**src/sv/sclr_pkg.sv**
```systemverilog
// Shared types and constants for the serial command line recognizer.
// Holds the command text table, event codes and the result struct.
// No dependencies.
`timescale 1ns / 1ps

package sclr_pkg;

    localparam int LINE_BUFFER_SIZE_DEF = 64;
    localparam int CMD_COUNT            = 5;
    localparam int CMD_MAXLEN           = 12;

    localparam logic [7:0] CHAR_CR = 8'd13;
    localparam logic [7:0] CHAR_LF = 8'd10;

    localparam logic [2:0] EV_MODE_QUERY   = 3'd0;
    localparam logic [2:0] EV_MODE_CS      = 3'd1;
    localparam logic [2:0] EV_MODE_BLE     = 3'd2;
    localparam logic [2:0] EV_MODE_DEFAULT = 3'd3;
    localparam logic [2:0] EV_HELP         = 3'd4;
    localparam logic [2:0] EV_UNKNOWN      = 3'd5;
    localparam logic [2:0] EV_BLANK        = 3'd6;
    localparam logic [2:0] EV_TOO_LONG     = 3'd7;

    // Command strings, padded with zeros past their length.
    localparam logic [7:0] CMD_TEXT [CMD_COUNT][CMD_MAXLEN] = '{
        '{"m", "o", "d", "e", "?", 8'd0, 8'd0, 8'd0, 8'd0, 8'd0, 8'd0, 8'd0},
        '{"m", "o", "d", "e", "=", "c", "s", 8'd0, 8'd0, 8'd0, 8'd0, 8'd0},
        '{"m", "o", "d", "e", "=", "b", "l", "e", 8'd0, 8'd0, 8'd0, 8'd0},
        '{"m", "o", "d", "e", "=", "d", "e", "f", "a", "u", "l", "t"},
        '{"h", "e", "l", "p", 8'd0, 8'd0, 8'd0, 8'd0, 8'd0, 8'd0, 8'd0, 8'd0}
    };

    localparam logic [3:0] CMD_LEN [CMD_COUNT] = '{4'd5, 4'd7, 4'd8, 4'd12, 4'd4};

    typedef struct packed {
        logic       valid;
        logic [2:0] code;
        logic [5:0] length;
    } t_result;

endpackage

```
**src/sv/sclr_line_core.sv**
```systemverilog
// Line state and per-byte command matching for the recognizer.
// Holds the byte count, candidate flags and zero flags; emits one result.
// Depends on sclr_pkg.
`timescale 1ns / 1ps

module sclr_line_core
    import sclr_pkg::*;
#(
    parameter int LINE_BUFFER_SIZE = LINE_BUFFER_SIZE_DEF
) (
    input  logic       i_clk,
    input  logic       i_rst_n,
    input  logic       i_step,
    input  logic [7:0] i_byte,
    output t_result    o_result
);

    localparam int CW = $clog2(LINE_BUFFER_SIZE);
    localparam logic [CW-1:0] LAST_SLOT = CW'(LINE_BUFFER_SIZE - 1);

    logic [CW-1:0]        r_held, n_held;
    logic [CMD_COUNT-1:0] r_flags, n_flags;
    logic                 r_zero_seen, n_zero_seen;
    logic                 r_first_zero, n_first_zero;

    logic [CMD_COUNT-1:0] len_mask;
    logic [CMD_COUNT-1:0] byte_mask;
    logic [CMD_COUNT-1:0] end_flags;
    logic [2:0]           pick;
    logic                 is_term;

    assign is_term = (i_byte == CHAR_CR) || (i_byte == CHAR_LF);

    always_comb begin
        for (int k = 0; k < CMD_COUNT; k++) begin
            len_mask[k]  = (CW'(CMD_LEN[k]) == r_held);
            byte_mask[k] = (r_held < CW'(CMD_LEN[k]))
                        && (CMD_TEXT[k][r_held[3:0]] == i_byte);
        end
    end

    assign end_flags = r_zero_seen ? r_flags : (r_flags & len_mask);

    // Lowest-numbered surviving command wins.
    always_comb begin
        pick = EV_UNKNOWN;
        for (int k = CMD_COUNT - 1; k >= 0; k--) begin
            if (end_flags[k]) begin
                pick = 3'(k);
            end
        end
    end

    always_comb begin
        n_held       = r_held;
        n_flags      = r_flags;
        n_zero_seen  = r_zero_seen;
        n_first_zero = r_first_zero;
        o_result     = '{valid: 1'b0, code: EV_UNKNOWN, length: 6'd0};
        if (i_step) begin
            if (is_term) begin
                if (r_held != '0) begin
                    o_result.valid  = 1'b1;
                    o_result.code   = r_first_zero ? EV_BLANK : pick;
                    o_result.length = 6'(r_held);
                    n_held          = '0;
                    n_flags         = '1;
                    n_zero_seen     = 1'b0;
                    n_first_zero    = 1'b0;
                end
            end else if (r_held == LAST_SLOT) begin
                // drop the line, discard this byte
                o_result.valid  = 1'b1;
                o_result.code   = EV_TOO_LONG;
                o_result.length = 6'd0;
                n_held          = '0;
                n_flags         = '1;
                n_zero_seen     = 1'b0;
                n_first_zero    = 1'b0;
            end else begin
                if (!r_zero_seen) begin
                    if (i_byte == 8'd0) begin
                        n_zero_seen  = 1'b1;
                        n_first_zero = (r_held == '0);
                        n_flags      = r_flags & len_mask;
                    end else begin
                        n_flags      = r_flags & byte_mask;
                    end
                end
                n_held = r_held + 1'b1;
            end
        end
    end

    always_ff @(posedge i_clk) begin
        if (!i_rst_n) begin
            r_held       <= '0;
            r_flags      <= '1;
            r_zero_seen  <= 1'b0;
            r_first_zero <= 1'b0;
        end else begin
            r_held       <= n_held;
            r_flags      <= n_flags;
            r_zero_seen  <= n_zero_seen;
            r_first_zero <= n_first_zero;
        end
    end

endmodule

```
**src/sv/serial_command_line_recognizer_unit.sv**
```systemverilog
// Serial command line recognizer: one received byte per request in,
// one event per completed line out. Top level; uses sclr_pkg and sclr_line_core.
//
// Usage:
//   Input channel  i_rx_valid / o_rx_ready carries i_rx_byte. CR or LF ends a
//   line; an empty line produces nothing. Output channel o_res_valid /
//   i_res_ready carries o_event_code and o_line_length for each non-empty
//   line, or a too-long event when a byte arrives with the buffer full.
//   An accepted byte is registered in the input register, then processed
//   against the line state when it advances; its event is registered in the
//   output register and held there until i_res_ready takes it.
//   Throughput: one byte per cycle unless an event stalls in the output
//   register. Bytes pass the input register, line update and output register.
//   Stall: while an event waits in the output register, the byte waiting in
//   the input register holds; the input still accepts while that register is
//   empty or moving, so o_rx_ready depends on i_res_ready combinationally.
//   Reset: synchronous, active low. Clears the line (count zero, all commands
//   possible) and empties both registers; o_rx_ready is high after reset.
`timescale 1ns / 1ps

module serial_command_line_recognizer_unit
    import sclr_pkg::*;
#(
    parameter int LINE_BUFFER_SIZE = LINE_BUFFER_SIZE_DEF
) (
    input  logic       i_clk,
    input  logic       i_rst_n,
    input  logic       i_rx_valid,
    output logic       o_rx_ready,
    input  logic [7:0] i_rx_byte,
    output logic       o_res_valid,
    input  logic       i_res_ready,
    output logic [2:0] o_event_code,
    output logic [5:0] o_line_length
);

    logic       r_in_valid;
    logic [7:0] r_in_byte;
    logic       r_out_valid;
    logic [2:0] r_out_code;
    logic [5:0] r_out_len;
    logic       advance;
    t_result    step_result;

    // Move the held byte through only when the output register can take a result.
    assign advance    = r_in_valid && (!r_out_valid || i_res_ready);
    assign o_rx_ready = !r_in_valid || advance;

    sclr_line_core #(
        .LINE_BUFFER_SIZE(LINE_BUFFER_SIZE)
    ) u_core (
        .i_clk   (i_clk),
        .i_rst_n (i_rst_n),
        .i_step  (advance),
        .i_byte  (r_in_byte),
        .o_result(step_result)
    );

    always_ff @(posedge i_clk) begin
        if (!i_rst_n) begin
            r_in_valid <= 1'b0;
        end else if (o_rx_ready) begin
            r_in_valid <= i_rx_valid;
        end
    end

    always_ff @(posedge i_clk) begin
        if (o_rx_ready && i_rx_valid) begin
            r_in_byte <= i_rx_byte;
        end
    end

    always_ff @(posedge i_clk) begin
        if (!i_rst_n) begin
            r_out_valid <= 1'b0;
        end else if (advance) begin
            r_out_valid <= step_result.valid;
        end else if (i_res_ready) begin
            r_out_valid <= 1'b0;
        end
    end

    always_ff @(posedge i_clk) begin
        if (advance && step_result.valid) begin
            r_out_code <= step_result.code;
            r_out_len  <= step_result.length;
        end
    end

    assign o_res_valid   = r_out_valid;
    assign o_event_code  = r_out_code;
    assign o_line_length = r_out_len;

endmodule

```
**config.mk**
```make
export PLATFORM = sky130hd
export DESIGN_NAME = serial_command_line_recognizer_unit
export DESIGN_NICKNAME = d
export VERILOG_FILES = /design/src/sv/sclr_pkg.sv /design/src/sv/sclr_line_core.sv /design/src/sv/serial_command_line_recognizer_unit.sv
export SDC_FILE = /design/constraint.sdc
export NUM_CORES = 1
export LEC_CHECK = 0
export BUFFER_PORTS_ARGS = -buffer_cell sky130_fd_sc_hd__buf_2
export CAP_MARGIN = 20
export CORE_MARGIN = 4
export CORE_UTILIZATION = 46
export DETAILED_ROUTE_END_ITERATION = 8
export HOLD_SLACK_MARGIN = 0.02
export REMOVE_ABC_BUFFERS = 1
export SYNTH_ARGS = -nofsm -noshare
export SYNTH_HDL_FRONTEND = slang
export SYNTH_SLANG_ARGS = --single-unit
```
**constraint.sdc**
```tcl
create_clock -name i_clk -period 3.1 [get_ports i_clk]
set_input_delay 0 -clock i_clk [delete_from_list [all_inputs] [get_ports i_clk]]
set_output_delay 0 -clock i_clk [all_outputs]
set_load 0.005 [all_outputs]
```
# ---- Word level (Yosys, flattened, before mapping)
# Memories as Yosys holds them, arrays and structs flattened.
# Index checks and enable logic that the tools add are counted.
dict set report word_totals {
  elab_cells 100
  out_inout_bits 11
  mem_bits_ro 640
  in_bits 12
  memories 5
  register_bits 32
}
# name words word_bits rd rd_clocked_by_memory_dff write_ports line
set memory_table {}
lappend memory_table {{(name not given)} 16 8 1 0 0 sclr_line_core.sv:38} ;# && (CMD_TEXT[k][r_held[3:0]] == i_byte);
lappend memory_table {{(name not given)} 16 8 1 0 0 sclr_line_core.sv:38}
lappend memory_table {{(name not given)} 16 8 1 0 0 sclr_line_core.sv:38}
lappend memory_table {{(name not given)} 16 8 1 0 0 sclr_line_core.sv:38}
lappend memory_table {{(name not given)} 16 8 1 0 0 sclr_line_core.sv:38}
dict set report classes {
  n_addsub 1
  n_eq_ne 15
  n_lt_le_gt_ge 6
  reduce_logical 21
  n_mux 40
  bitwise 3
}
# op count
set op_table {}
lappend op_table {{8-bit 2-to-1 mux} 10}
lappend op_table {{8-bit == test} 5}
lappend op_table {{10-bit 2-to-1 mux} 4}
lappend op_table {{5-bit 2-to-1 mux} 6}
lappend op_table {{3-bit by 6-bit == test with 1-bit output (first input constant)} 3}
lappend op_table {{6-bit by 3-bit less-than comparator with 1-bit output (second input constant)} 3}
lappend op_table {{6-bit 2-to-1 mux} 3}
lappend op_table {{8-bit by 4-bit == test with 1-bit output (second input constant)} 2}
lappend op_table {{3-bit 2-to-1 mux} 5}
lappend op_table {{4-bit by 6-bit == test with 1-bit output (first input constant)} 2}
lappend op_table {{6-bit by 4-bit less-than comparator with 1-bit output (second input constant)} 2}
lappend op_table {{1-bit 2-to-1 mux} 12}
lappend op_table {{5-bit AND} 2}
lappend op_table {{1-bit logical AND} 8}
lappend op_table {{8-bit logical NOT} 1}
lappend op_table {{6-bit by 1-bit adder with 6-bit output (second input constant)} 1}
lappend op_table {{6-bit == test (second input constant)} 1}
lappend op_table {{6-bit logical NOT} 1}
lappend op_table {{6-bit nonzero test} 1}
lappend op_table {{5-bit >= comparator (second input constant)} 1}
lappend op_table {{4-bit NOT with 5-bit output} 1}
lappend op_table {{4-bit AND reduction} 1}
lappend op_table {{1-bit logical OR} 3}
lappend op_table {{3-bit != test (second input constant)} 1}
lappend op_table {{6 further kinds} 7}

# ---- Depth between registers and ports, before layout
# Gate-level depths: netlist of run 1.
dict set report depth {
  depth_word 13
  mapped_depth 9
}

# ---- Cells and area by module
# Synthesis of run 1 repeated with hierarchy kept, for this count alone.
dict set report unflattened {
  hier_cells 264
  hier_area_um2 2277.2
}
# mod seq_area_each_um2 area_per_inst_um2 n_inst cells_per_inst
set modules_own_cells {}
lappend modules_own_cells {sclr_line_core 260.2 1654.1 1 234}
lappend modules_own_cells {serial_command_line_recognizer_unit 550.5 623.1 1 30}

# ---- Worst setup path after synthesis of run 1
# No wires, ideal clock.
dict set report synth_path {
  path_kind {flip-flop to flip-flop}
  start {register u_core.r_held[0]}
  end {register u_core.r_flags[1]}
  arrival_ns 2.485
  setup_time_ns 0.073
  path_buffers 2
  path_slack_ns 0.542
  required_ns 3.027
  stages_incl_launch_ff 10
  path_cell_list {dfxtp_1 clkbuf_1 inv_1 ha_1 buf_6 or4b_1 a21oi_1 o21bai_1 a2111o_1 o211ai_2}
}
dict set report synth_between {
  elab_chain_len 11
}
# element line
set synth_rtl {}
lappend synth_rtl {{from (decl)} sclr_line_core.sv:21} ;# logic [CW-1:0] r_held, n_held;
lappend synth_rtl {{from (signal assigned)} sclr_line_core.sv:102} ;# r_held <= n_held;
lappend synth_rtl {{4-bit NOT with 5-bit output (not written as such)} sclr_line_core.sv:38}
lappend synth_rtl {{memory read 16 x 8 bit} n/a}
lappend synth_rtl {{8-bit 2-to-1 mux (not written as such) (2 in a row)} sclr_line_core.sv:38}
lappend synth_rtl {{8-bit == test} sclr_line_core.sv:38}
lappend synth_rtl {{1-bit logical AND} sclr_line_core.sv:38}
lappend synth_rtl {{5-bit AND} sclr_line_core.sv:87} ;# n_flags = r_flags & byte_mask;
lappend synth_rtl {{5-bit 2-to-1 mux} sclr_line_core.sv:82} ;# if (i_byte == 8'd0) begin
lappend synth_rtl {{5-bit 2-to-1 mux} sclr_line_core.sv:81} ;# if (!r_zero_seen) begin
lappend synth_rtl {{5-bit 2-to-1 mux} sclr_line_core.sv:71} ;# end else if (r_held == LAST_SLOT) begin
lappend synth_rtl {{5-bit 2-to-1 mux} sclr_line_core.sv:61} ;# if (is_term) begin
lappend synth_rtl {{to (signal assigned)} sclr_line_core.sv:103} ;# r_flags <= n_flags;
lappend synth_rtl {{to (decl)} sclr_line_core.sv:22} ;# logic [CMD_COUNT-1:0] r_flags, n_flags;
# Parallel ways exist; a longest one is shown, timed or not. The select of a mux whose other input is x is not followed.
# A chain may end at the register's enable or synchronous reset.

# ---- Worst setup path in the final report of run 1
# Ends and elaborated chain as after synthesis.

==> results.json, run 1 <==
{
  "status": "complete, no violations",
  "hpwl_um": 4420,
  "placed_area_um2": 2500,
  "yosys.area.top_type": "edfxtp_1",
  "worstPathRequired_ns": 3.33,
  "clkPwrFrac_pct": 35.4,
  "async_reset_ff_share_pct": 0,
  "crit_fanout": 12,
  "fin_util_pct": 55.5,
  "yosysWarningCount": 0,
  "yosys-top-cells-count": "22 x nor2_1, 18 x o21ai_0, 17 x edfxtp_1, 17 x nand2_1, 15 x dfxtp_1",
  "intPower_mw": 0.713,
  "antenna_cells": 0,
  "cellPowerDensity_nw_per_um2": 371,
  "grt_pass1_vias": 2041,
  "syn_avg_cell_area_um2": 8.82,
  "htree_num_levels": 2,
  "holdWs_ns": 0.0687,
  "cts_tree": "built",
  "worstPathCellList": "inv_1 -> ha_1 -> or4b_1 -> a21oi_1 -> o21bai_1 -> a2111o_1 -> o211ai_2",
  "clkLatencyLatePin_ns": 0.29,
  "globalplace.congestion": 0.890,
  "synth_seq_cells": 32,
  "fmax_ghz": 0.362,
  "postCtsSetupBuffers": 0,
  "drtIter0Drc": 196,
  "worstMarginPinSlew_ns": 0.617,
  "p_seq_share_pct": 49.1,
  "dieArea_um2": 6330,
  "switching_share_pct": 28.7,
  "grt_pass1_wl_um": 10300,
  "wl_per_cell_um": 17.1,
  "fin_nets": 315,
  "clockBufferDepth": 2,
  "fin_crit_sh_pct": 89.0,
  "final_cell_area_um2": 2690,
  "preCtsSetupSlack_ns": 0.405,
  "areaGrowthSynthToFinish_pct": 14.2,
  "power_switching_mw": 0.287,
  "dp.cells": 345,
  "cts.sinks": 32,
  "synth.top_cell.area_share_pct": 21.7,
  "path_buf_inv": 1,
  "seq_area_frac_synth_pct": 34.4,
  "final_cells": 363,
  "finalSetupTns_ns": 0,
  "synth-edff-count": 17,
  "synth.most_common_cell": "nor2_1",
  "startpoint_type": "register",
  "drc": 0,
  "slew_viol_final": 0,
  "finalCriticalPeriod_ns": 2.76,
  "cp_slowest_stage_delay_ns": 0.57,
  "coreArea_um2": 4850,
  "cts_made_buffers": 5,
  "first_pass_iters": 4,
  "synth_cells": 267,
  "row_count": 25,
  "crit_arrival_ns": 2.99,
  "max_cap_viol_count": 0,
  "cts_root_buffer": "clkbuf_8",
  "p_leak_nw": 1.02,
  "port_buffers": 22,
  "start_util_pct": 48.6,
  "timing.final.hold_violations": 0,
  "hold_class": "input port to register",
  "antenna_found_initial": 0,
  "rsz0062_at_grt": "false",
  "ctsResizeCount": 0,
  "worstSetupEndpointType": "register",
  "skew_ns": 0.00839,
  "p_total_mw": 0.999,
  "grt-ovfl-total": 0,
  "combPwrFrac_pct": 15.5,
  "peakVddDrop_mv": 0.287,
  "fp.dieH_um": 79.6,
  "postLayoutSetupSlackWorst_ns": 0.341,
  "num_vias": 2147,
  "synthTopCellsByArea": "edfxtp_1 22%, dfxtp_1 13%, ha_1 4.2%, o21ai_0 3.8%, nor2_1 3.5%",
  "grt_max_degree": 21,
  "cpLargestDelayFamily": "compound AO/OA/AOI/OAI gates",
  "io_pins": 23,
  "syn_area_um2": 2360,
  "clk_pin_slew_ns": 0.08,
  "wl_um": 6210,
  "ant_nets": 0,
  "drt-vias-per-instance": 5.91,
  "synth.distinct_cells": 64,
  "crit_path_top_delay_cell": "dfxtp_1",
  "path_class": "register to register",
  "grt_usage_pct": 21.0,
  "relSlewSlack_pct": 58.8,
  "die_width_um": 79.6,
  "synth_flop_cell": "edfxtp_1",
  "drive_above_1_share_pct": 15.2,
  "setup_viol": 0
}
## placed cells by master, fill, tap and decap left out, drive strengths merged, types with 3 or more instances in the layout
master       netlist  layout
a211oi             3       3
nand4bb            3       3
and3              10      10
a31oi              3       3
nand2             17      17
o21bai             3       3
or3                3       3
o21a               4       4
o21ai             20      20
nand4              3       3
o311ai             3       3
a21oi             13      13
inv                9       9
edfxtp            17      17
nor3b              3       3
nand4b             5       5
nand3              7       7
xor2               7       7
buf               12      30
nor3               9       9
nor2              22      22
clkbuf             7       7
and2               5       5
o211ai             6       6
dfxtp             15      15
nor2b              4       4
mux2i              3       3
ha                 8       8
dlygate4sd3        0      10
xnor2              8       8
## routing by layer
| layer | wire length [um] | GRT usage, % | vias up |
|---|---|---|---|
| met3 | 412 | 4.85 | 18 |
| li1 | - | - | 1053 |
| met5 | 0 | 0 | - |
| met1 | 2790 | 28.2 | 992 |
| met2 | 2850 | 31.9 | 84 |
| met4 | 162 | 9.62 | 0 |
## sequential cells by signal, summed over array words and instances (netlist names)
name	flops
o_line_length	6
u_core.r_zero_seen	1
o_res_valid	1
u_core.r_flags	5
r_in_byte	8
o_event_code	3
r_in_valid	1
u_core.r_held	6
u_core.r_first_zero	1
## final timing paths
kind         slack [ns]                 to               from  depth (start not counted)
max                0.34  u_core.r_flags[1]   u_core.r_held[0]                          7
min                0.07        o_res_valid        i_res_ready                          3
max reg2reg        0.34  u_core.r_flags[1]   u_core.r_held[0]                          7
min reg2reg        0.53  u_core.r_flags[2]  u_core.r_flags[2]                          2
## power by group through the flow
| stage | combinational (mW) | clock, mW | sequential [mW] |
|---|---|---|---|
| after floorplan | 0.0977 | 0 | 0.495 |
| after global placement | 0.143 | 0 | 0.499 |
| after detailed placement | 0.143 | 0 | 0.499 |
| after CTS | 0.153 | 0.357 | 0.489 |
| after global routing | 0.170 | 0.382 | 0.492 |
| final | 0.155 | 0.354 | 0.490 |
## cell type report
class	count	area (um^2)
Clock buffer	7	86.3
Clock inverter	1	7.51
Fill cell	447	2160
Inverter	9	33.8
Multi-Input combinational cell	207	1400
Sequential cell	32	811
Tap cell	67	83.8
Timing Repair Buffer	40	270
## worst min-delay path: cells and delay by family
kind,cells,cell delay (ns)
compound gates,1,0.18
buf+inv,1,0.08
simple gates,1,0.05
## kinds of logic (layout without fill, tap and decap cells)
family / count (synthesis) / count (layout) / synth area share (%)
compound gates: 75 / 75 / 22.1
xor+xnor: 15 / 15 / 5.58
fa+ha+maj: 8 / 8 / 4.25
buf+inv: 28 / 57 / 6.21
flops: 32 / 32 / 34.4
mux: 3 / 3 / 1.27
simple gates: 106 / 106 / 26.1
## timing repair
action	in CTS	in global routing
hold buffers	10	0
hold endpoints to repair	10	0
endpoints found under the setup margin	0	0
No activity file was read; power rests on OpenSTA's default activity.
==> run 2: changes to the inputs <==
--- a/config.mk
+++ b/config.mk
@@ -11,6 +11,7 @@
 export CORE_UTILIZATION = 46
 export DETAILED_ROUTE_END_ITERATION = 8
 export HOLD_SLACK_MARGIN = 0.02
+export PLACE_DENSITY = 0.73
 export REMOVE_ABC_BUFFERS = 1
 export SYNTH_ARGS = -nofsm -noshare
 export SYNTH_HDL_FRONTEND = slang
==> run 2 against run 1 <==
Against the previous run:
- global-route usage down 1.1 points
- die area unchanged
- sequential power up 2%
- critical path depth unchanged
- via count down 0.14%
- utilization down 0.75 points
- critical path type unchanged
- largest cell class unchanged
- clock power down 8.5%
- maximum frequency up 4.0%
- cell count down 1.1%
==> results.json, run 2 (synthesis results as in run 1) <==
{
  "status": "complete, no violations",
  "grt-ovfl-total": 0,
  "grt_pass1_vias": 2018,
  "top_register": "r_in_byte",
  "cts.sinks": 32,
  "placed_area_um2": 2470,
  "globalplace.congestion": 0.948,
  "wl_um": 5820,
  "timing.rr.end": "u_core.r_flags[1]",
  "crit_fanout": 12,
  "clockBufferDepth": 2,
  "cts_tree": "built",
  "clkLatencyLatePin_ns": 0.29,
  "startpoint_type": "register",
  "grt_max_degree": 22,
  "die_width_um": 79.6,
  "clk_pin_slew_ns": 0.07,
  "fin_crit_sh_pct": 85.6,
  "slew_viol_final": 0,
  "p_total_mw": 0.964,
  "final_cells": 359,
  "port_buffers": 22,
  "first_pass_iters": 4,
  "hold_class": "input port to register",
  "wl_per_cell_um": 16.2,
  "grt_pass1_wl_um": 9830,
  "multi_input_area_um2": 1400,
  "row_count": 25,
  "timing.final.hold_violations": 0,
  "coreArea_um2": 4850,
  "busiest_layer": "met2",
  "io_pins": 23,
  "drtIter0Drc": 173,
  "global_route.usage.met3_pct": 3.95,
  "r2r_slack_ns": 0.45,
  "fmax_ghz": 0.377,
  "fin_nets": 311,
  "drc": 0,
  "start_util_pct": 48.6,
  "finalCriticalPeriod_ns": 2.65,
  "final_cell_area_um2": 2660,
  "peakVddDrop_mv": 0.258,
  "fp.dieH_um": 79.6,
  "crit_arrival_ns": 2.88,
  "antenna_found_initial": 0,
  "setup_viol": 0,
  "layout_common_cells": "22 x nor2_1, 22 x buf_2, 18 x o21ai_0",
  "rr_startpoint": "u_core.r_held[0]",
  "worstSetupEndpointType": "register",
  "worstMarginPinSlew_ns": 0.786,
  "dieArea_um2": 6330,
  "worstPathRequired_ns": 3.32,
  "hpwl_um": 4260,
  "p_leak_nw": 1.01,
  "drive_above_1_share_pct": 14.4,
  "path_class": "register to register",
  "grt_use_met1_pct": 27.5,
  "regArea_um2": 811,
  "finalSetupTns_ns": 0,
  "largest_reg_flops": 8,
  "grt_usage_pct": 20.0,
  "cellPowerDensity_nw_per_um2": 363,
  "relSlewSlack_pct": 47.6,
  "drt-vias-per-instance": 5.97,
  "ant_nets": 0,
  "htree_num_levels": 2,
  "areaGrowthSynthToFinish_pct": 12.7,
  "antenna_cells": 0,
  "max_cap_viol_count": 0,
  "cts_root_buffer": "clkbuf_8",
  "rsz0062_at_grt": "false",
  "endpoint": "u_core.r_flags[1]",
  "cts_made_buffers": 5,
  "reg2reg_depth": 7,
  "use_met2_pct": 30.1,
  "nFillCells": 443,
  "dp.cells": 341,
  "cp-startpoint": "u_core.r_held[0]",
  "num_vias": 2144,
  "skew_ns": 0.00597
}
[run 2: how the worst min path moves through the flow]
stage / slack [ns] / from / depth (start not counted) / to
floorplan: 0.1 / i_rx_byte[0] / 0 / r_in_byte[0]
global placement: 0.18 / i_rx_byte[6] / 1 / r_in_byte[6]
detailed placement: 0.18 / i_rx_byte[1] / 1 / r_in_byte[1]
CTS: 0.08 / i_res_ready / 3 / o_res_valid
global route: 0.10 / i_res_ready / 3 / o_res_valid
finish: 0.08 / i_res_ready / 3 / o_res_valid
[run 2: final cells by class]
cell class	instances	area share, %
repair buffers	36	9.05
clock buffers	5	2.59
inverters	9	1.27
well taps	67	3.16
clock inverters	3	0.707
multi-input cells	207	52.7
flip-flops and latches	32	30.5
[run 2: metal layers]
layer	part of all wire (%)	vias to the layer above
met5	0	-
met4	2.5	0
li1	-	1040
met1	44	1000
met3	8.2	13
met2	45	91
[run 2: repair_timing]
item / CTS / global route
resized for setup: 0 / 0
buffers inserted: 0 / 0
hold endpoints to repair: 10 / 0
hold buffers: 10 / 0
setup endpoints to repair: 0 / 0
[run 2: per-stage QoR]
stage / worst slack, ns / hold WS (ns) / util (%)
after CTS: 0.468 / 0.0768 / 54.8
after global routing: 0.217 / 0.104 / 54.8
after global placement: 0.563 / 0.177 / 50.9
after detailed placement: 0.488 / 0.178 / 50.9
final: 0.446 / 0.0815 / 54.8
after floorplan: 0.684 / 0.0989 / -
[run 2: power by group]
group          switching (mW)  internal [mW]
combinational          0.0737         0.0678
clock                   0.167          0.156
sequential             0.0384          0.461
total                   0.279          0.685
[run 2: critical path, stage by stage, from the launching register on]
cell and delay (ns):
dfxtp_1 0.54, inv_1 0.26, ha_1 0.46, or4b_1 0.55, a21oi_1 0.15, o21bai_1 0.09, a2111o_1 0.41, o211ai_2 0.13
